===== config.mk =====
export PLATFORM = sky130hd
export DESIGN_NAME = touch_gesture_recognizer_top
export DESIGN_NICKNAME = d
export VERILOG_FILES = /design/src/rtl/tgr_pkg.sv /design/src/rtl/tgr_regs.sv /design/src/rtl/tgr_core.sv /design/src/rtl/touch_gesture_recognizer_top.sv
export SDC_FILE = /design/constraint.sdc
export NUM_CORES = 1
export LEC_CHECK = 0
export BUFFER_PORTS_ARGS = -buffer_cell sky130_fd_sc_hd__clkbuf_2
export CORE_MARGIN = 1.5
export CORE_UTILIZATION = 64
export CTS_BUF_LIST = sky130_fd_sc_hd__clkbuf_8
export DETAILED_ROUTE_END_ITERATION = 12
export GPL_TIMING_DRIVEN = 1
export PLACE_DENSITY = 0.91
export SLEW_MARGIN = 20
export SYNTH_ARGS = -nofsm -noshare
export SYNTH_HDL_FRONTEND = slang
export SYNTH_SLANG_ARGS = --single-unit
export TNS_END_PERCENT = 100

===== constraint.sdc =====
create_clock -name clk -period 33.4 [get_ports clk]
set_input_delay 6.68 -clock clk [delete_from_list [all_inputs] [get_ports clk]]
set_output_delay 6.68 -clock clk [all_outputs]
set_load 0.03 [all_outputs]

===== src/rtl/tgr_pkg.sv =====
// Types and constants for the touch gesture recognizer.
package tgr_pkg;

  localparam int COORD_W = 10;
  localparam int TIME_W  = 48;
  localparam int SW_W    = 10;
  localparam int EZ_W    = 9;
  localparam int SLOP_W  = 10;
  localparam int US_W    = 24;
  localparam int DATA_W  = 32;

  localparam int REG_COUNT = 8;
  localparam int ADDR_W    = $clog2(REG_COUNT * 4);

  // signed working width for coordinate math and zone bounds
  localparam int VAL_W  = ((COORD_W > SW_W) ? COORD_W : SW_W) + 2;
  localparam int PROD_W = VAL_W + 4;

  localparam logic [3:0] LOCK_NUM = 4'd10;
  localparam logic [3:0] LOCK_DEN = 4'd15;
  localparam logic [4:0] DT_DIST  = 5'd26;

  typedef enum logic [$clog2(REG_COUNT)-1:0] {
    REG_SCREEN_WIDTH,
    REG_EDGE_ZONE,
    REG_TAP_SLOP,
    REG_DIRECTION_SLOP,
    REG_LOCK_DISTANCE,
    REG_FIRE_DISTANCE,
    REG_DT_MIN_US,
    REG_DT_MAX_US
  } tgr_reg_t;

  typedef enum logic [2:0] {
    ACT_NONE,
    ACT_OPEN,
    ACT_ACCEPT,
    ACT_NEXT,
    ACT_PREV
  } tgr_action_t;

  typedef enum logic [1:0] {
    MODE_PENDING,
    MODE_SWIPE,
    MODE_CONSUMED,
    MODE_TAP
  } tgr_mode_t;

  typedef struct packed {
    logic [SW_W-1:0]   screen_width;
    logic [EZ_W-1:0]   edge_zone;
    logic [SLOP_W-1:0] tap_slop;
    logic [SLOP_W-1:0] direction_slop;
    logic [SLOP_W-1:0] lock_distance;
    logic [SLOP_W-1:0] fire_distance;
    logic [US_W-1:0]   double_tap_min_us;
    logic [US_W-1:0]   double_tap_max_us;
  } tgr_cfg_t;

  typedef struct packed {
    logic               finger_down;
    logic [COORD_W-1:0] pos_x;
    logic [COORD_W-1:0] pos_y;
    logic [TIME_W-1:0]  now_us;
    logic               confirm_pending;
  } tgr_in_t;

  typedef struct packed {
    tgr_action_t action;
    tgr_mode_t   gesture_phase;
  } tgr_out_t;

endpackage


===== src/rtl/tgr_regs.sv =====
// APB-style configuration register file.
module tgr_regs (
  input  logic                       clk,
  input  logic                       rst_n,
  input  logic                       psel,
  input  logic                       penable,
  input  logic                       pwrite,
  input  logic [tgr_pkg::ADDR_W-1:0] paddr,
  input  logic [tgr_pkg::DATA_W-1:0] pwdata,
  output logic [tgr_pkg::DATA_W-1:0] prdata,
  output logic                       pready,
  output tgr_pkg::tgr_cfg_t          cfg
);
  import tgr_pkg::*;

  tgr_cfg_t cfg_r, cfg_nxt;
  tgr_reg_t idx;
  logic     wr_en;

  assign pready = 1'b1;
  assign idx    = tgr_reg_t'(paddr[ADDR_W-1:2]);
  assign wr_en  = psel && penable && pwrite;
  assign cfg    = cfg_r;

  always_comb begin
    cfg_nxt = cfg_r;
    if (wr_en) begin
      unique case (idx)
        REG_SCREEN_WIDTH:   cfg_nxt.screen_width      = pwdata[SW_W-1:0];
        REG_EDGE_ZONE:      cfg_nxt.edge_zone         = pwdata[EZ_W-1:0];
        REG_TAP_SLOP:       cfg_nxt.tap_slop          = pwdata[SLOP_W-1:0];
        REG_DIRECTION_SLOP: cfg_nxt.direction_slop    = pwdata[SLOP_W-1:0];
        REG_LOCK_DISTANCE:  cfg_nxt.lock_distance     = pwdata[SLOP_W-1:0];
        REG_FIRE_DISTANCE:  cfg_nxt.fire_distance     = pwdata[SLOP_W-1:0];
        REG_DT_MIN_US:      cfg_nxt.double_tap_min_us = pwdata[US_W-1:0];
        REG_DT_MAX_US:      cfg_nxt.double_tap_max_us = pwdata[US_W-1:0];
        default:            cfg_nxt = cfg_r;
      endcase
    end
  end

  always_comb begin
    unique case (idx)
      REG_SCREEN_WIDTH:   prdata = DATA_W'(cfg_r.screen_width);
      REG_EDGE_ZONE:      prdata = DATA_W'(cfg_r.edge_zone);
      REG_TAP_SLOP:       prdata = DATA_W'(cfg_r.tap_slop);
      REG_DIRECTION_SLOP: prdata = DATA_W'(cfg_r.direction_slop);
      REG_LOCK_DISTANCE:  prdata = DATA_W'(cfg_r.lock_distance);
      REG_FIRE_DISTANCE:  prdata = DATA_W'(cfg_r.fire_distance);
      REG_DT_MIN_US:      prdata = DATA_W'(cfg_r.double_tap_min_us);
      REG_DT_MAX_US:      prdata = DATA_W'(cfg_r.double_tap_max_us);
      default:            prdata = '0;
    endcase
  end

  always_ff @(posedge clk) begin
    if (!rst_n) begin
      cfg_r.screen_width      <= SW_W'(172);
      cfg_r.edge_zone         <= EZ_W'(44);
      cfg_r.tap_slop          <= SLOP_W'(18);
      cfg_r.direction_slop    <= SLOP_W'(10);
      cfg_r.lock_distance     <= SLOP_W'(32);
      cfg_r.fire_distance     <= SLOP_W'(40);
      cfg_r.double_tap_min_us <= US_W'(70000);
      cfg_r.double_tap_max_us <= US_W'(360000);
    end else begin
      cfg_r <= cfg_nxt;
    end
  end

endmodule


===== src/rtl/tgr_core.sv =====
// Gesture state, per-sample classification and the result register.
module tgr_core (
  input  logic              clk,
  input  logic              rst_n,
  input  tgr_pkg::tgr_cfg_t cfg,
  input  logic              in_valid,
  output logic              in_ready,
  input  tgr_pkg::tgr_in_t  in_data,
  output logic              out_valid,
  input  logic              out_ready,
  output tgr_pkg::tgr_out_t out_data
);
  import tgr_pkg::*;

  typedef logic signed [VAL_W-1:0] sval_t;
  typedef logic [VAL_W-1:0]        uval_t;

  function automatic sval_t to_s(input logic [COORD_W-1:0] v);
    return sval_t'(VAL_W'(v));
  endfunction

  function automatic uval_t mag(input sval_t v);
    return (v < 0) ? uval_t'(-v) : uval_t'(v);
  endfunction

  // gesture state
  logic               was_down_r, was_down_nxt;
  tgr_mode_t          mode_r, mode_nxt;
  logic               swipe_fired_r, swipe_fired_nxt;
  logic [COORD_W-1:0] press_x_r, press_x_nxt, press_y_r, press_y_nxt;
  logic [COORD_W-1:0] last_x_r, last_x_nxt, last_y_r, last_y_nxt;
  logic               tap_valid_r, tap_valid_nxt;
  logic [TIME_W-1:0]  tap_time_r, tap_time_nxt;
  logic [COORD_W-1:0] tap_x_r, tap_x_nxt, tap_y_r, tap_y_nxt;

  // result register
  logic     out_valid_r, out_valid_nxt;
  tgr_out_t out_data_r, out_data_nxt;

  logic in_fire;

  sval_t      edge_s, right_s, fire_s;
  sval_t      dx_h, dy_h, dx_rel, dy_rel, lx_s;
  uval_t      adx_h, ady_h;
  logic       still, lock, fire_next, fire_prev;
  tgr_mode_t  mode_mid;
  logic       tap_ok, center, gap_ok, near, dbl;
  logic [TIME_W-1:0] gap;
  tgr_action_t act;
  tgr_mode_t   phase;

  assign in_ready  = !out_valid_r || out_ready;
  assign in_fire   = in_valid && in_ready;
  assign out_valid = out_valid_r;
  assign out_data  = out_data_r;

  always_comb begin
    edge_s  = sval_t'(VAL_W'(cfg.edge_zone));
    right_s = sval_t'(VAL_W'(cfg.screen_width)) - edge_s;
    fire_s  = sval_t'(VAL_W'(cfg.fire_distance));

    // held: motion of the new point from the press point
    dx_h  = to_s(in_data.pos_x) - to_s(press_x_r);
    dy_h  = to_s(in_data.pos_y) - to_s(press_y_r);
    adx_h = mag(dx_h);
    ady_h = mag(dy_h);
    still = (adx_h < uval_t'(cfg.direction_slop)) && (ady_h < uval_t'(cfg.direction_slop));
    lock  = (adx_h > uval_t'(cfg.lock_distance)) &&
            (PROD_W'(adx_h) * PROD_W'(LOCK_NUM) > PROD_W'(ady_h) * PROD_W'(LOCK_DEN));
    mode_mid = (mode_r == MODE_PENDING && !still && lock) ? MODE_SWIPE : mode_r;
    fire_next = dx_h <= -fire_s;
    fire_prev = dx_h >= fire_s;

    // release: motion of the last held point
    dx_rel = to_s(last_x_r) - to_s(press_x_r);
    dy_rel = to_s(last_y_r) - to_s(press_y_r);
    tap_ok = (mode_r == MODE_PENDING) &&
             (mag(dx_rel) < uval_t'(cfg.tap_slop)) && (mag(dy_rel) < uval_t'(cfg.tap_slop));
    lx_s   = to_s(last_x_r);
    center = (lx_s > edge_s) && (lx_s < right_s);
    gap    = in_data.now_us - tap_time_r;
    gap_ok = (gap >= TIME_W'(cfg.double_tap_min_us)) &&
             (gap <= TIME_W'(cfg.double_tap_max_us));
    near   = (mag(lx_s - to_s(tap_x_r)) <= uval_t'(DT_DIST)) &&
             (mag(to_s(last_y_r) - to_s(tap_y_r)) <= uval_t'(DT_DIST));
    dbl    = center && tap_valid_r && gap_ok && near;

    was_down_nxt    = was_down_r;
    mode_nxt        = mode_r;
    swipe_fired_nxt = swipe_fired_r;
    press_x_nxt     = press_x_r;
    press_y_nxt     = press_y_r;
    last_x_nxt      = last_x_r;
    last_y_nxt      = last_y_r;
    tap_valid_nxt   = tap_valid_r;
    tap_time_nxt    = tap_time_r;
    tap_x_nxt       = tap_x_r;
    tap_y_nxt       = tap_y_r;
    act             = ACT_NONE;
    phase           = MODE_PENDING;

    if (in_data.finger_down && !was_down_r) begin
      press_x_nxt     = in_data.pos_x;
      press_y_nxt     = in_data.pos_y;
      last_x_nxt      = in_data.pos_x;
      last_y_nxt      = in_data.pos_y;
      was_down_nxt    = 1'b1;
      swipe_fired_nxt = 1'b0;
      mode_nxt        = MODE_PENDING;
    end else if (in_data.finger_down) begin
      last_x_nxt = in_data.pos_x;
      last_y_nxt = in_data.pos_y;
      if (mode_r != MODE_CONSUMED) begin
        mode_nxt = mode_mid;
        if (mode_r == MODE_PENDING && mode_mid == MODE_SWIPE) begin
          tap_valid_nxt = 1'b0;
        end
        if (mode_mid == MODE_SWIPE && !swipe_fired_r) begin
          if (fire_next) begin
            act             = ACT_NEXT;
            swipe_fired_nxt = 1'b1;
            mode_nxt        = MODE_CONSUMED;
          end else if (fire_prev) begin
            act             = ACT_PREV;
            swipe_fired_nxt = 1'b1;
            mode_nxt        = MODE_CONSUMED;
          end
        end
      end
      phase = mode_nxt;
    end else if (was_down_r) begin
      phase = mode_r;
      if (tap_ok) begin
        phase = MODE_TAP;
        if (dbl && !in_data.confirm_pending) begin
          act           = ACT_OPEN;
          tap_valid_nxt = 1'b0;
        end else if (in_data.confirm_pending && center) begin
          act           = ACT_ACCEPT;
          tap_valid_nxt = 1'b0;
        end else if (lx_s <= edge_s) begin
          act           = ACT_PREV;
          tap_valid_nxt = 1'b0;
        end else if (lx_s >= right_s) begin
          act           = ACT_NEXT;
          tap_valid_nxt = 1'b0;
        end else if (center) begin
          tap_valid_nxt = 1'b1;
          tap_time_nxt  = in_data.now_us;
          tap_x_nxt     = last_x_r;
          tap_y_nxt     = last_y_r;
        end else begin
          tap_valid_nxt = 1'b0;
        end
      end
      was_down_nxt    = 1'b0;
      swipe_fired_nxt = 1'b0;
      mode_nxt        = MODE_PENDING;
    end

    out_valid_nxt = out_valid_r && !out_ready;
    out_data_nxt  = out_data_r;
    if (in_fire) begin
      out_valid_nxt              = 1'b1;
      out_data_nxt.action        = act;
      out_data_nxt.gesture_phase = phase;
    end
  end

  always_ff @(posedge clk) begin
    if (!rst_n) begin
      was_down_r    <= 1'b0;
      mode_r        <= MODE_PENDING;
      swipe_fired_r <= 1'b0;
      tap_valid_r   <= 1'b0;
      out_valid_r   <= 1'b0;
    end else begin
      out_valid_r <= out_valid_nxt;
      if (in_fire) begin
        was_down_r    <= was_down_nxt;
        mode_r        <= mode_nxt;
        swipe_fired_r <= swipe_fired_nxt;
        tap_valid_r   <= tap_valid_nxt;
      end
    end
  end

  always_ff @(posedge clk) begin
    out_data_r <= out_data_nxt;
    if (in_fire) begin
      press_x_r  <= press_x_nxt;
      press_y_r  <= press_y_nxt;
      last_x_r   <= last_x_nxt;
      last_y_r   <= last_y_nxt;
      tap_time_r <= tap_time_nxt;
      tap_x_r    <= tap_x_nxt;
      tap_y_r    <= tap_y_nxt;
    end
  end

endmodule


===== src/rtl/touch_gesture_recognizer_top.sv =====
// Top level of the touch gesture recognizer.
//
//   channel  | handshake           | word
//   ---------+---------------------+-----------------------------------------
//   in_      | in_valid / in_ready | tgr_in_t: down, x, y, now_us, confirm
//   out_     | out_valid/out_ready | tgr_out_t: action, gesture_phase
//   config   | psel/penable/pready | 32-bit registers at byte address 4*i
//
// One sample word per cycle while in_ready is high, one result word per sample:
// the classification is a single pass of compare logic from the gesture
// state into the result register, which is valid in the following cycle.
// in_ready is high whenever the result register is empty or is being taken
// that cycle, so a stalled out_ side holds exactly one word and then stalls in_.
// Synchronous active-low reset clears the gesture state, the armed tap and
// the result valid, and loads the default register values; no clearing pass.
module touch_gesture_recognizer_top (
  input  logic                       clk,
  input  logic                       rst_n,
  // sample channel
  input  logic                       in_valid,
  output logic                       in_ready,
  input  tgr_pkg::tgr_in_t           in_data,
  // result channel
  output logic                       out_valid,
  input  logic                       out_ready,
  output tgr_pkg::tgr_out_t          out_data,
  // configuration
  input  logic                       psel,
  input  logic                       penable,
  input  logic                       pwrite,
  input  logic [tgr_pkg::ADDR_W-1:0] paddr,
  input  logic [tgr_pkg::DATA_W-1:0] pwdata,
  output logic [tgr_pkg::DATA_W-1:0] prdata,
  output logic                       pready
);
  import tgr_pkg::*;

  // live register values; the user must write them only while no sample is in flight, the block does not enforce it
  tgr_cfg_t cfg;

  tgr_regs u_regs (
    .clk     (clk),
    .rst_n   (rst_n),
    .psel    (psel),
    .penable (penable),
    .pwrite  (pwrite),
    .paddr   (paddr),
    .pwdata  (pwdata),
    .prdata  (prdata),
    .pready  (pready),
    .cfg     (cfg)
  );

  // press/hold/release tracking, swipe lock and tap zones
  tgr_core u_core (
    .clk       (clk),
    .rst_n     (rst_n),
    .cfg       (cfg),
    .in_valid  (in_valid),
    .in_ready  (in_ready),
    .in_data   (in_data),
    .out_valid (out_valid),
    .out_ready (out_ready),
    .out_data  (out_data)
  );

endmodule


==> flow_metrics.env <==
export IMPL_outcome="completed"
export IMPL_clock_skew_ns=0.0408
export IMPL_ant_nets=0
export IMPL_async_flop_share=0
export IMPL_synth_seq_cells=226
export IMPL_io_buffers=134
export IMPL_finalWirelength_um=62300
export IMPL_fin_crit_ns=15.58
export IMPL_start_util=0.656
export IMPL_drive_above_1_share=0.0921
export IMPL_critPathCaptureType="primary output"
export IMPL_pre_cts_ws_ns=17.93
export IMPL_core_area_um2=33800
export IMPL_rsz0062_at_grt="false"
export IMPL_p_leak_nw=10.4
export IMPL_post_cts_buffers=0
export IMPL_tritoncts="built"
export IMPL_placed_area_um2=23100
export IMPL_ys_warn_count=0
export IMPL_avgViaCountPerCell=6.35
export IMPL_syn_area_um2=22100
export IMPL_cap_violations=0
export IMPL_slew_violations=0
export IMPL_synth_edf_count=113
export IMPL_power_density_nw_per_um2=51.8
export IMPL_fp_dieW_um=189
export IMPL_hold_viol_final=0
export IMPL_die_y_um=189
export IMPL_grt_pass1_vias=20600
export IMPL_dp_cells=3163
export IMPL_clkPwrFrac=0.238
export IMPL_report_power_total_mw=1.24
export IMPL_dieArea_um2=35700
export IMPL_drcViolationCount=0
export IMPL_grt_total_usage=0.345
export IMPL_rr_worst_depth=35
export IMPL_path_clk_slew_ns=0.06
export IMPL_holdPathEnd="u_regs.cfg[25]"
export IMPL_grt_max_degree=74
export IMPL_place_congestion=1.00
export IMPL_hp_start="u_regs.cfg[25]"
export IMPL_fin_ws_ns=17.82
export IMPL_overflow=0
export IMPL_antenna_found_initial=5
export IMPL_switching_power_mw=0.503
export IMPL_synth_cell_types=90
export IMPL_seqPwrFrac=0.241
export IMPL_tns_ns=0
export IMPL_numCtsBuffers=42
export IMPL_path_max_fanout=31
export IMPL_holdWs_ns=0.472
export IMPL_wl_per_cell_um=19.2
export IMPL_reg2reg_from="u_core.press_y_r[0]"
export IMPL_hp_class="register to register"
export IMPL_post_route_util=0.711
export IMPL_whs_path_depth=2
export IMPL_avgSynthCellArea_um2=8.33
export IMPL_tightest_slew_ns=0.928
export IMPL_period_share=0.466
export IMPL_place_hpwl_um=48700
export IMPL_r2r_end="u_core.out_data[3]"
export IMPL_cts_buffer_depth=3
export IMPL_drt_initial_drc_count=1759
export IMPL_max_freq_mhz=64.2
export IMPL_ys_flop_type="edfxtp_1"
export IMPL_p_int_mw=0.740
export IMPL_synthCells=2660
export IMPL_grt_pass1_wl_um=100000
export IMPL_htreeDepth=2
export IMPL_final_area_um2=24000
export IMPL_dr_pass1_iters=6
export IMPL_n_fill_cell=2594
export IMPL_peakVddDrop_v=0.000197
export IMPL_switching_share=0.405
export IMPL_syn_to_final_growth_pct=8.44
export IMPL_num_vias=20600
export IMPL_seq_area_frac_synth=0.255
export IMPL_clockRootBuffer="clkbuf_8"
export IMPL_critical_path_class="primary input to primary output"
export IMPL_nets=3210
export IMPL_crit_arrival_ns=8.90
export IMPL_setup_viol=0
export IMPL_io_pins=154
export IMPL_pwr_share_comb=0.522
export IMPL_cp_start_kind="primary input"
export IMPL_stdcell_count=3241
export IMPL_r2r_slack_ns=24.53
export IMPL_max_slew_margin=0.372
export IMPL_clkSinkCount=226
export IMPL_row_count=67
export IMPL_worst_skew_pair_late_latency_ns=0.60
export IMPL_cp_required_ns=26.72
export IMPL_ctsResizeCount=0
export IMPL_postCtsHoldBufs=0
-- state kept, by name (all words and copies together), names as in the netlist --
register and cells:
u_regs.cfg 107, u_core.tap_time_r 48, u_core.last_x_r 10, u_core.last_y_r 10, u_core.press_x_r 10, u_core.press_y_r 10, u_core.tap_x_r 10, u_core.tap_y_r 10
u_core.out_data 5, u_core.mode_r 2, u_core.out_valid 1, u_core.swipe_fired_r 1, u_core.tap_valid_r 1, u_core.was_down_r 1
-- kinds of logic after synthesis --
family	Yosys count	share of synthesized area
AOI/OAI and AO/OA	701	0.216
other	2	0.000339
and+or+nand+nor	792	0.173
adders and majority gates	338	0.199
DFF	226	0.255
muxes	57	0.0277
buffers and inverters	394	0.0696
xor gates and xnor gates	150	0.0593
-- power groups by stage --
stage                     logic (mW)  registers (mW)  clock network, mW
after floorplan                0.490           0.304                  0
after detailed placement       0.634           0.305                  0
after global routing           0.731           0.299              0.309
after CTS                      0.640           0.299              0.298
after global placement         0.594           0.305                  0
final                          0.649           0.299              0.296
-- worst max-delay path, stage by stage --
cell,delay [ns]
clkbuf_2,0.56
nand2_1,0.63
nor2_1,0.33
a21oi_1,0.07
o221ai_1,0.26
o21a_1,0.17
clkbuf_2,0.20
-- cells in the mapped netlist, types with 45 or more instances --
master,number,share of area
dfxtp_1,113,0.10
a21o_1,61,0.021
a21boi_0,74,0.025
a21oi_1,146,0.033
edfxtp_1,113,0.15
nor2b_1,45,0.013
nand2_1,297,0.050
ha_1,314,0.18
mux2i_1,49,0.022
inv_1,290,0.049
o21a_1,45,0.015
nand3_1,64,0.014
nor2_1,157,0.027
o21ai_0,119,0.027
clkbuf_1,75,0.013
xnor2_1,93,0.037
xor2_1,57,0.023
-- metal layers --
metal	global-route usage	share of wire	vias to the layer above
met5	0	0.00050	-
met4	0.194	0.055	4
met3	0.0563	0.078	216
met2	0.591	0.47	898
met1	0.411	0.39	9753
li1	-	-	9703
-- layout by cell type, fill, tap and decap left out, types with 26 or more instances in the layout --
cell type / netlist / routed
inv_1: 290 / 301
nand3_1: 64 / 64
nor2_1: 157 / 154
clkbuf_2: 1 / 133
nor3_1: 42 / 40
nand4_1: 42 / 42
nand2b_1: 33 / 33
edfxtp_1: 113 / 113
o21a_1: 45 / 45
o21ai_0: 119 / 119
nand2_1: 297 / 297
mux2i_1: 49 / 49
a211oi_1: 28 / 26
dfxtp_1: 113 / 113
ha_1: 314 / 314
a21oi_1: 146 / 146
a21boi_0: 74 / 74
nor2b_1: 45 / 45
xor2_1: 57 / 57
clkbuf_8: 0 / 50
o211ai_1: 43 / 43
xnor2_1: 93 / 93
a21o_1: 61 / 61
-- worst max-delay path by stage --
stage | from | to | cells after the start
detailed placement | paddr[3] | prdata[1] | 7
global placement | paddr[3] | prdata[1] | 7
floorplan | in_data[7] | u_core.tap_time_r[0] | 18
finish | paddr[3] | prdata[1] | 7
CTS | paddr[3] | prdata[1] | 7
global route | paddr[3] | prdata[1] | 7
-- area by class of cell --
type                            count  area, µm²  share of cell area
Inverter                          290       1090              0.0453
Antenna cell                        2       5.00            0.000208
Tap cell                          448        561              0.0233
Clock inverter                     26        231             0.00964
Sequential cell                   226       5660               0.235
Multi-Input combinational cell   2055      15000               0.626
Clock buffer                       50        688              0.0287
Timing Repair Buffer              144        746              0.0310
No activity file was read; power rests on OpenSTA's default activity.
